--- config.mk ---
export PLATFORM = sky130hd
export DESIGN_NAME = bfmh_rem_unit
export DESIGN_NICKNAME = d
export VERILOG_FILES = /design/src/rtl/bfmh_pkg.sv /design/src/rtl/bfmh_rem_unit.sv
export SDC_FILE = /design/constraint.sdc
export NUM_CORES = 1
export LEC_CHECK = 0
export ABC_AREA = 1
export BUFFER_PORTS_ARGS = -buffer_cell sky130_fd_sc_hd__buf_2
export CAP_MARGIN = 10
export CORE_ASPECT_RATIO = 1.1
export CORE_MARGIN = 3
export CORE_UTILIZATION = 50
export DETAILED_ROUTE_END_ITERATION = 10
export MAX_ROUTING_LAYER = met4
export PLACE_DENSITY = 0.77
export SLEW_MARGIN = 0
export SYNTH_ARGS = -nofsm -noshare
export SYNTH_HDL_FRONTEND = slang
export SYNTH_SLANG_ARGS = --single-unit
--- constraint.sdc ---
create_clock -name clock -period 3.1 [get_ports clock]
set_input_delay 0 -clock clock [delete_from_list [all_inputs] [get_ports clock]]
set_output_delay 0 -clock clock [all_outputs]
set_load 0.1 [all_outputs]
--- src/rtl/bfmh_pkg.sv ---
`timescale 1ns / 1ps
package bfmh_pkg;

   localparam int FILTER_BITS = 4096;
   localparam int SEED_COUNT  = 4;
   localparam int CAND_COUNT  = 3 * SEED_COUNT;
   localparam int WORD_COUNT  = FILTER_BITS / 32;
   localparam int WADDR_W     = $clog2(WORD_COUNT);
   localparam int BIT_W       = $clog2(FILTER_BITS);
   localparam int MOD_W       = 13;
   localparam int HC_W        = 4;
   localparam int SEED_W      = $clog2(SEED_COUNT);
   localparam int CSR_IDX_W   = 3;
   localparam int CSR_DATA_W  = 32;

   localparam logic [CSR_IDX_W-1:0] CSR_BIT_COUNT  = 3'd0;
   localparam logic [CSR_IDX_W-1:0] CSR_HASH_COUNT = 3'd1;
   localparam logic [CSR_IDX_W-1:0] CSR_SEED_0     = 3'd2;
   localparam logic [CSR_IDX_W-1:0] CSR_SEED_1     = 3'd3;
   localparam logic [CSR_IDX_W-1:0] CSR_SEED_2     = 3'd4;
   localparam logic [CSR_IDX_W-1:0] CSR_SEED_3     = 3'd5;

   localparam logic [31:0] MM2     = 32'h5bd1e995;
   localparam logic [31:0] MM3_C1  = 32'hcc9e2d51;
   localparam logic [31:0] MM3_C2  = 32'h1b873593;
   localparam logic [31:0] MM3_ADD = 32'he6546b64;
   localparam logic [31:0] FMIX_1  = 32'h85ebca6b;
   localparam logic [31:0] FMIX_2  = 32'hc2b2ae35;
   localparam logic [31:0] JK_INIT = 32'hdeadbeef;

   typedef struct packed {
      logic        cmd;
      logic [7:0]  key_byte;
      logic [15:0] key_length;
      logic        last;
   } req_type;

   typedef struct packed {
      logic present;
      logic was_query;
   } rsp_type;

   function automatic logic [31:0] rotl(input logic [31:0] x, input logic [4:0] r);
      logic [63:0] d;
      d = {x, x} << r;
      return d[63:32];
   endfunction

endpackage

--- src/rtl/bfmh_rem_unit.sv ---
`timescale 1ns / 1ps
module bfmh_rem_unit (
   input  logic                        clock,
   input  logic                        reset,
   input  logic                        start,
   input  logic [31:0]                 dividend,
   input  logic [bfmh_pkg::MOD_W-1:0]  divisor,
   output logic                        done,
   output logic [bfmh_pkg::BIT_W-1:0]  remainder
);
   import bfmh_pkg::*;

   logic [BIT_W-1:0] rem_ff, rem_in;
   logic [31:0]      dvd_ff;
   logic [4:0]       cnt_ff;
   logic             run_ff, done_ff;
   logic [MOD_W-1:0] trial;

   // restoring remainder, one dividend bit a cycle
   always_comb begin
      trial = {rem_ff, dvd_ff[31]};
      if (trial >= divisor) begin
         rem_in = BIT_W'(trial - divisor);
      end else begin
         rem_in = BIT_W'(trial);
      end
   end

   always_ff @(posedge clock) begin
      if (reset) begin
         run_ff  <= 1'b0;
         done_ff <= 1'b0;
         cnt_ff  <= '0;
      end else begin
         done_ff <= 1'b0;
         if (start) begin
            run_ff <= 1'b1;
            cnt_ff <= '0;
            rem_ff <= '0;
            dvd_ff <= dividend;
         end else if (run_ff) begin
            rem_ff <= rem_in;
            dvd_ff <= {dvd_ff[30:0], 1'b0};
            cnt_ff <= cnt_ff + 5'd1;
            if (cnt_ff == 5'd31) begin
               run_ff  <= 1'b0;
               done_ff <= 1'b1;
            end
         end
      end
   end

   assign done      = done_ff;
   assign remainder = rem_ff;

endmodule

# After elaboration in Yosys (flattened, before gate mapping)
# Index checks and enable logic that the tools add are counted.
# word_totals
ff_bits	51
latchBits	0
ram_bits	0
romBits	0
inputBits	48
out_inout_bits	13
elab_cells	23
memories	0
# op_classes
n_addsub	2
mul	0
div	0
n_lt_le_gt_ge	1
eq_ne	1
n_shift	0
mux	8
n_bitwise	2
reduce_logical	4
# op_table
operator	n
$mux 32	2
$mux 12	2
$ge 13x13->1	1
$sub 12x12->12	1
$add 5x1->5 const B	1
$eq 5x5->1 const B	1
$mux 1	4
$reduce_or 3->1	1
$not 1->1	2
$reduce_and 2->1	1
$reduce_bool 2->1	1
$reduce_or 2->1	1

# Longest topological paths before layout
# Gate-level depths: netlist of the first run.
# depth
word_depth	4
mapped_depth	13
depth_no_buf	13

# Least setup slack after synthesis of the first run
# Ideal clock, no wire load.
# synth_timing
kind	input to register
from	input start
to	register dvd_ff[0], enable pin
setup_time_ns	0.462
t_arrival_ns	2.677
required_time_ns	2.638
setup_slack_ns	-0.039
path_stages	3
n_path_buf	1
cell_sequence	clkbuf_1 -> clkinv_1 -> a21oi_1
# synth_between
elab_chain_len	2
# synth_lines
item	line_no	text
start, declared	bfmh_rem_unit.sv:5	input logic start,
$reduce_bool 2->1 (no source line)	n/a	
$reduce_and 2->1 (no source line)	n/a	
end signal, assigned	bfmh_rem_unit.sv:40	dvd_ff <= dividend;
end signal, assigned	bfmh_rem_unit.sv:43	dvd_ff <= {dvd_ff[30:0], 1'b0};
end, declared	bfmh_rem_unit.sv:14	logic [31:0] dvd_ff;
# No other way between the ends.
# A chain may end at the register's enable or synchronous reset.

# Final worst setup path of the first run
# layout_timing
from	register rem_ff[1] (netlist: remainder[1])
to	register rem_ff[9] (netlist: remainder[9]) (data pin)
# layout_between
elab_chain_len	3
elab_cells_between_ends	4
cone_classes	add/sub (1); order compare (1); mux (2)
# layout_lines
item	line_no	text
start, declared	bfmh_rem_unit.sv:13	logic [BIT_W-1:0] rem_ff, rem_in;
start signal, assigned	bfmh_rem_unit.sv:42	rem_ff <= rem_in;
$sub 12x12->12 / $ge 13x13->1 (equally long branches)	bfmh_rem_unit.sv:23, bfmh_rem_unit.sv:22	
$mux 12 *	bfmh_rem_unit.sv:22	if (trial >= divisor) begin
$mux 12 *	bfmh_rem_unit.sv:41	end else if (run_ff) begin
# Every way passes the cells marked *; elsewhere a longest branch is shown, timed or not. The select of a mux whose other input is x is not followed.

==> reports/results.env, run 1 <==
RUN_STATUS='complete, no violations'
FINALSETUPVIOLCOUNT=0
HP-CLASS='primary input to flop'
LAYOUT.NETS=551
DETAIL_ROUTE.WL_PER_CELL_UM=12.64
VIA_COUNT=2742
WORST-SLEW-PIN-TRANSITION_NS=0.5790
NUMCTSBUFFERS=5
CLOCK_SKEW_NS=0.01225
POST_SYNTH_INST_COUNT=394
SYN2LAYOUT_AREA_GROWTH_PCT=25.58
FMAX_GHz=0.4728
CLK_ROOT_BUFFER_CELL='sky130_fd_sc_hd__clkbuf_8'
SETUP_REPAIR_AFTER_GLOBAL_ROUTING_MISSED_ITS_MARGIN='no'
CRIT_REQUIRED_NS=3.17
WORSTPATHMAXFANOUT=19
CRITICALPATHCATEGORY='flop to flop'
DRIVE_GT1_SHARE_PCT=18.85
DPL_CELL_AREA_SQ_UM=3471
CTS_SETUP_BUFFERS=0
VDD.IR_DROP.WORST_V=0.0003500
ROUTABILITY_CONGESTION_ESTIMATE=0.9245
INITIAL_ANTENNA_VIOLATION_COUNT=0
CELLPOWERDENSITY_nW_PER_UM2=451.4
PLACED_CELLS=525
PORT_BUFFERS=60
FINAL_PERIOD_MINUS_WORST_SETUP_SLACK_NS=2.115
DP_WORST_SLACK_NS=0.9906
SYNTH_CELL_TYPES=31
SETUP_TNS_NS=0
WORSTSKEWPAIRLATENCY_NS=0.30
HPWL_UM=4630
MAPPEDNETLISTNETS=458
LAYOUT_SETUP_WS_NS=0.9848
LAYOUT_COMMONEST_CELL='sky130_fd_sc_hd__nand2_1'
GRT_MAX_DEGREE=46
LAYOUT.CELLS.NON_FILLER=565
INITIAL_UTILIZATION_PCT=52.60
MOST-COMMON-LAYOUT-CELLS='sky130_fd_sc_hd__nand2_1, sky130_fd_sc_hd__buf_2, sky130_fd_sc_hd__inv_1, sky130_fd_sc_hd__edfxtp_1, sky130_fd_sc_hd__dlygate4sd3_1'
DIE_Y_UM=88.48
NUM_ANTENNA_CELLS=0
CTSLONGESTPATHBUFFERS=2
CTSHTREEMAXLEVEL=2
FINALHOLDVIOLCOUNT=0
LAYOUT.FILLER_CELLS=514
POWER.LEAKAGE_nW=1.977
GRT_FIRST_PASS_WIRELENGTH_UM=11960
DIEWIDTH_UM=80.98
ROUTED_WIRELENGTH_UM=7144
DRT-PASS1-ITER-COUNT=4
TRITONCTS='yes'
SEQCELLAREA_SQ_UM=1461
CLKTRANSATPATHREGS_NS=0.10
FLOORPLAN.ROWS=29
CRITPATHARRIVALTIME_NS=2.19
INITIALDRTVIOLATIONCOUNT=156
GLOBAL_ROUTE.OVERFLOW_TOTAL=0
DIE_AREA_SQ_UM=7164
NUMBER_OF_MAX_SLEW_VIOLATIONS_IN_THE_FINAL_REPORT=0
FIN_CRIT_SH_PCT=68.23
END_KIND='flop'
NUMBER_OF_PORTS_PLACED_ON_THE_DIE_BOUNDARY=61
CRITPATHLAUNCHTYPE='flop'
POSTSYNTHREGISTERBITS=51
MAX_CAP_VIOLS=0
MAPPED_CELL_AREA_SQ_UM=3092
GLOBALROUTETOTALUTIL_PCT=22.10
ROUTED_VIA_DENSITY=4.853
YOSYS_WARNINGS=0
FIN_AREA_SQ_UM=3882
GRT_PASS1_VIAS=2692
CLOCK_SINK_COUNT=51
SYNTH_SEQUENTIAL_AREA_RATIO_PCT=47.27
COREAREA_SQ_UM=5878
SYNTH_AREA_PER_CELL_SQ_UM=7.847
AREA_TAKEN_BY_MULTI_INPUT_LOGIC_GATES_SQ_UM=1388
DRTANTENNAVIOLNETS=0
TIMING.MAX_SLEW.REL_SLACK_PCT=61.40
POST_CTS_RESIZED=0
POST-ROUTE-DRC-COUNT=0
==> Yosys cell counts (all sizes together) <==
master  count  share of area [%]
nand2     182                 23
inv        53                6.4
edfxtp     44                 43
nor2       37                5.5
ha         15                6.1
nand3      11                2.3
a21oi       9                1.8
clkbuf      7               0.85
dfxtp       7                4.5
nand4       7                1.6
nor3        5               0.81
xnor2       4                1.1
nand3b      3               0.73
buf         2               0.81
o21ai       2               0.32
a31oi       1               0.20
and2        1               0.24
clkinv      1               0.12
fa          1               0.65
nor4        1               0.20
o21a        1               0.24
==> cell type report <==
class	instances	share of cell area [%]
Sequential cell	51	37.64
Tap cell	77	2.481
Clock buffer	7	2.224
Inverter	54	5.221
Timing Repair Buffer	95	16.56
Clock inverter	1	0.1289
Multi-Input combinational cell	280	35.74
==> worst max-delay path, cell delays in order, from the launching register on <==
cell and delay (ns):
sky130_fd_sc_hd__edfxtp_1 0.43, sky130_fd_sc_hd__ha_1 0.41, sky130_fd_sc_hd__nand2_1 0.11, sky130_fd_sc_hd__nor2_1 0.17
sky130_fd_sc_hd__nand4_2 0.18, sky130_fd_sc_hd__nand3_4 0.30, sky130_fd_sc_hd__inv_1 0.11, sky130_fd_sc_hd__nor2_1 0.11
sky130_fd_sc_hd__nor2_1 0.05
==> worst paths after layout <==
path                            depth (start not counted)  slack, ns          from           end
worst min-delay path                                    4       0.03         reset     cnt_ff[0]
worst max-delay path                                    8       0.98  remainder[1]  remainder[9]
worst max register to register                          8       0.98  remainder[1]  remainder[9]
worst min register to register                          2       0.47     cnt_ff[4]     cnt_ff[4]
==> report_power, final <==
| part | leakage (nW) | internal [mW] | switching [mW] |
|---|---|---|---|
| Combinational | 1.45 | 0.173 | 0.344 |
| Clock | 0.0482 | 0.181 | 0.227 |
| Sequential | 0.482 | 0.805 | 0.0225 |
| Total | 1.98 | 1.16 | 0.594 |
==> flip-flops by register name (all words and copies together) (netlist names) <==
name	count
dvd_ff	32
run_ff	1
cnt_ff	5
done	1
remainder	12
==> per-layer routing <==
metal  GRT usage [%]  vias to the layer above  share of wire, %
li1                -                     1419                 -
met1           27.63                     1234                44
met2           36.67                       77                49
met3           3.259                       12               5.1
met4           7.527                        0               1.9
met5               -                        -                 0
==> timing repair <==
action                                  in CTS  in global routing
hold endpoints to repair                    32                  0
endpoints found under the setup margin       0                  0
hold buffers                                32                  0
==> metrics by stage <==
step / power, mW / util [%] / hold slack (ns)
6_report: 1.752 / 66.05 / 0.02573
2_1_floorplan: 1.222 / - / 0.1726
3_5_place_dp: 1.325 / 59.05 / 0.2718
4_1_cts: 1.754 / 66.05 / 0.02032
5_1_grt: 1.844 / 66.05 / 0.05924
3_3_place_gp: 1.318 / 59.05 / 0.2569
==> kinds of logic after synthesis <==
kind of cell	Yosys count	synth area share [%]
buffers and inverters	63	8.215
XOR/XNOR	4	1.133
AND/OR/NAND/NOR	247	34.08
AO/OA/AOI/OAI	13	2.590
adder cells (fa/ha/maj)	16	6.718
flip-flops	51	47.27
No activity file was read; power rests on OpenSTA's default activity.
==> run 2, diff against run 1 <==
--- a/config.mk
+++ b/config.mk
@@ -10,10 +10,10 @@
 export CAP_MARGIN = 10
 export CORE_ASPECT_RATIO = 1.1
 export CORE_MARGIN = 3
-export CORE_UTILIZATION = 50
+export CORE_UTILIZATION = 55
 export DETAILED_ROUTE_END_ITERATION = 10
 export MAX_ROUTING_LAYER = met4
-export PLACE_DENSITY = 0.77
+export PLACE_DENSITY = 0.81
 export SLEW_MARGIN = 0
 export SYNTH_ARGS = -nofsm -noshare
 export SYNTH_HDL_FRONTEND = slang
==> constraint.sdc (replaced) <==
create_clock -name clock -period 2.1 [get_ports clock]
set_input_delay 0 -clock clock [delete_from_list [all_inputs] [get_ports clock]]
set_output_delay 0 -clock clock [all_outputs]
set_load 0.1 [all_outputs]
==> reports/results.env, run 2 (synthesis results as in run 1) <==
RUN_STATUS='complete, no violations'
TIMING.MAX_SLEW.REL_SLACK_PCT=66.97
POWER_FRAC_CLOCK_PCT=21.9
COREAREA_SQ_UM=5395
CELL_INT_POWER_mW=1.744
VDD.IR_DROP.WORST_V=0.0004759
WORSTSKEWPAIRLATENCY_NS=0.31
SYN2LAYOUT_AREA_GROWTH_PCT=32.50
DRIVE_GT1_SHARE_PCT=23.12
INITIAL_ANTENNA_VIOLATION_COUNT=0
DRTANTENNAVIOLNETS=0
WORST-SLEW-PIN-TRANSITION_NS=0.4989
FLOORPLAN.ROWS=28
LAYOUT.CELLS.NON_FILLER=568
POWER_SWITCHING_SHARE_PCT=34.19
PLACED_CELLS=524
LAYOUT_COMMONEST_CELL='sky130_fd_sc_hd__nand2_1'
CRITICALPATHCATEGORY='flop to flop'
FINALSETUPVIOLCOUNT=0
PWR-SHARE-SEQ_PCT=46.4
GRT_PASS1_VIAS=2724
NUM_ANTENNA_CELLS=0
CLK_ROOT_BUFFER_CELL='sky130_fd_sc_hd__clkbuf_8'
INITIAL_UTILIZATION_PCT=57.31
POST-ROUTE-DRC-COUNT=0
NUMCTSBUFFERS=5
R2R_SLACK_NS=0.10
MAX_CAP_VIOLS=0
SETUP_TNS_NS=0
REPORT.POWER.TOTAL_mW=2.650
HPWL_UM=4697
POWER_SWITCHING_uW=905.8
PORT_BUFFERS=60
FIN_CRIT_SH_PCT=95.16
GRT_MAX_DEGREE=44
TRITONCTS='yes'
REGMOSTFLOPS='dvd_ff'
CRITPATHARRIVALTIME_NS=2.07
DIE_Y_UM=84.64
CRIT_REQUIRED_NS=2.17
CTSHTREEMAXLEVEL=2
FMAX_GHz=0.5004
ROUTED_WIRELENGTH_UM=7148
MOST-COMMON-LAYOUT-CELLS='sky130_fd_sc_hd__nand2_1, sky130_fd_sc_hd__buf_2, sky130_fd_sc_hd__inv_1, sky130_fd_sc_hd__edfxtp_1, sky130_fd_sc_hd__dlygate4sd3_1'
POWER.LEAKAGE_nW=2.007
DP_WORST_SLACK_NS=0.09530
CLOCK_SINK_COUNT=51
ROUTED_VIA_DENSITY=4.880
WORSTPATHMAXFANOUT=18
LAYOUT_SETUP_WS_NS=0.1016
GLOBAL_ROUTE.OVERFLOW_TOTAL=0
DIE_AREA_SQ_UM=6558
HP-CLASS='primary input to flop'
CRITPATHLAUNCHTYPE='flop'
FIN_HOLD_WS_NS=0.04833
VIA_COUNT=2772
ROUTABILITY_CONGESTION_ESTIMATE=0.8246
DETAIL_ROUTE.WL_PER_CELL_UM=12.58
GRT_FIRST_PASS_WIRELENGTH_UM=11970
DRT-PASS1-ITER-COUNT=4
INITIALDRTVIOLATIONCOUNT=157
P_COMB_SHARE_PCT=31.7
NUMBER_OF_MAX_SLEW_VIOLATIONS_IN_THE_FINAL_REPORT=0
FINAL_PERIOD_MINUS_WORST_SETUP_SLACK_NS=1.998
CLOCK_SKEW_NS=0.008818
LAYOUT.NETS=556
FINALHOLDVIOLCOUNT=0
END_KIND='flop'
CTSLONGESTPATHBUFFERS=2
DIEWIDTH_UM=77.49
CELLPOWERDENSITY_nW_PER_UM2=646.8
NUMBER_OF_PORTS_PLACED_ON_THE_DIE_BOUNDARY=61
GLOBALROUTETOTALUTIL_PCT=23.38
LARGEST_REG_FLOPS=32
CLKTRANSATPATHREGS_NS=0.10
==> run 2: critical path, cell delays in order (launching register included) <==
cell	delay (ns)
sky130_fd_sc_hd__edfxtp_1	0.46
sky130_fd_sc_hd__ha_4	0.33
sky130_fd_sc_hd__nand2_1	0.09
sky130_fd_sc_hd__nor2_1	0.22
sky130_fd_sc_hd__nand4_2	0.19
sky130_fd_sc_hd__nand3_4	0.15
sky130_fd_sc_hd__buf_12	0.17
sky130_fd_sc_hd__nand2_1	0.06
sky130_fd_sc_hd__nand2_1	0.05
sky130_fd_sc_hd__nor2_1	0.05
==> run 2: final timing paths <==
kind,from,end,cells after the start
max,remainder[6],remainder[4],9
min,reset,cnt_ff[1],4
max reg2reg,remainder[6],remainder[4],9
min reg2reg,cnt_ff[4],cnt_ff[4],2
==> run 2: power groups by stage <==
| stage | registers (mW) | clock network [mW] | logic [mW] |
|---|---|---|---|
| finish | 1.23 | 0.580 | 0.840 |
| global route | 1.24 | 0.638 | 0.934 |
| detailed placement | 1.25 | 0 | 0.775 |
| floorplan | 1.39 | 0 | 0.459 |
| CTS | 1.23 | 0.593 | 0.824 |
| global placement | 1.25 | 0 | 0.763 |
==> run 2: metal layers <==
layer  track usage (%)  vias to the layer above  part of all wire, %
met5                 -                        -                    0
met4             6.958                        0                  1.3
met3             4.077                        8                  4.4
met2             39.67                       73                   52
met1             28.54                     1263                   43
li1                  -                     1428                    -
==> run 2: repair_timing <==
action	4_1_cts	5_1_grt
buffers inserted	0	4
setup endpoints to repair	0	7
resized for setup	0	1
hold buffers	32	0
endpoints found under the hold margin	32	0
==> run 2: layout make-up <==
type                    count  area, sq um
clock buffers               5        68.82
clock inverters             3        18.77
fillers                   419         1299
inverters                  54        202.7
multi-input cells         280         1545
flip-flops and latches     51         1461
well taps                  75        93.84
repair buffers            100        705.7
==> run 2: stage by stage <==
step	cell area [sq um]	util [%]
4_1_cts	4064	75.32
2_1_floorplan	3258	-
6_report	4096	75.93
5_1_grt	4096	75.93
3_3_place_gp	3656	67.76
3_5_place_dp	3656	67.76
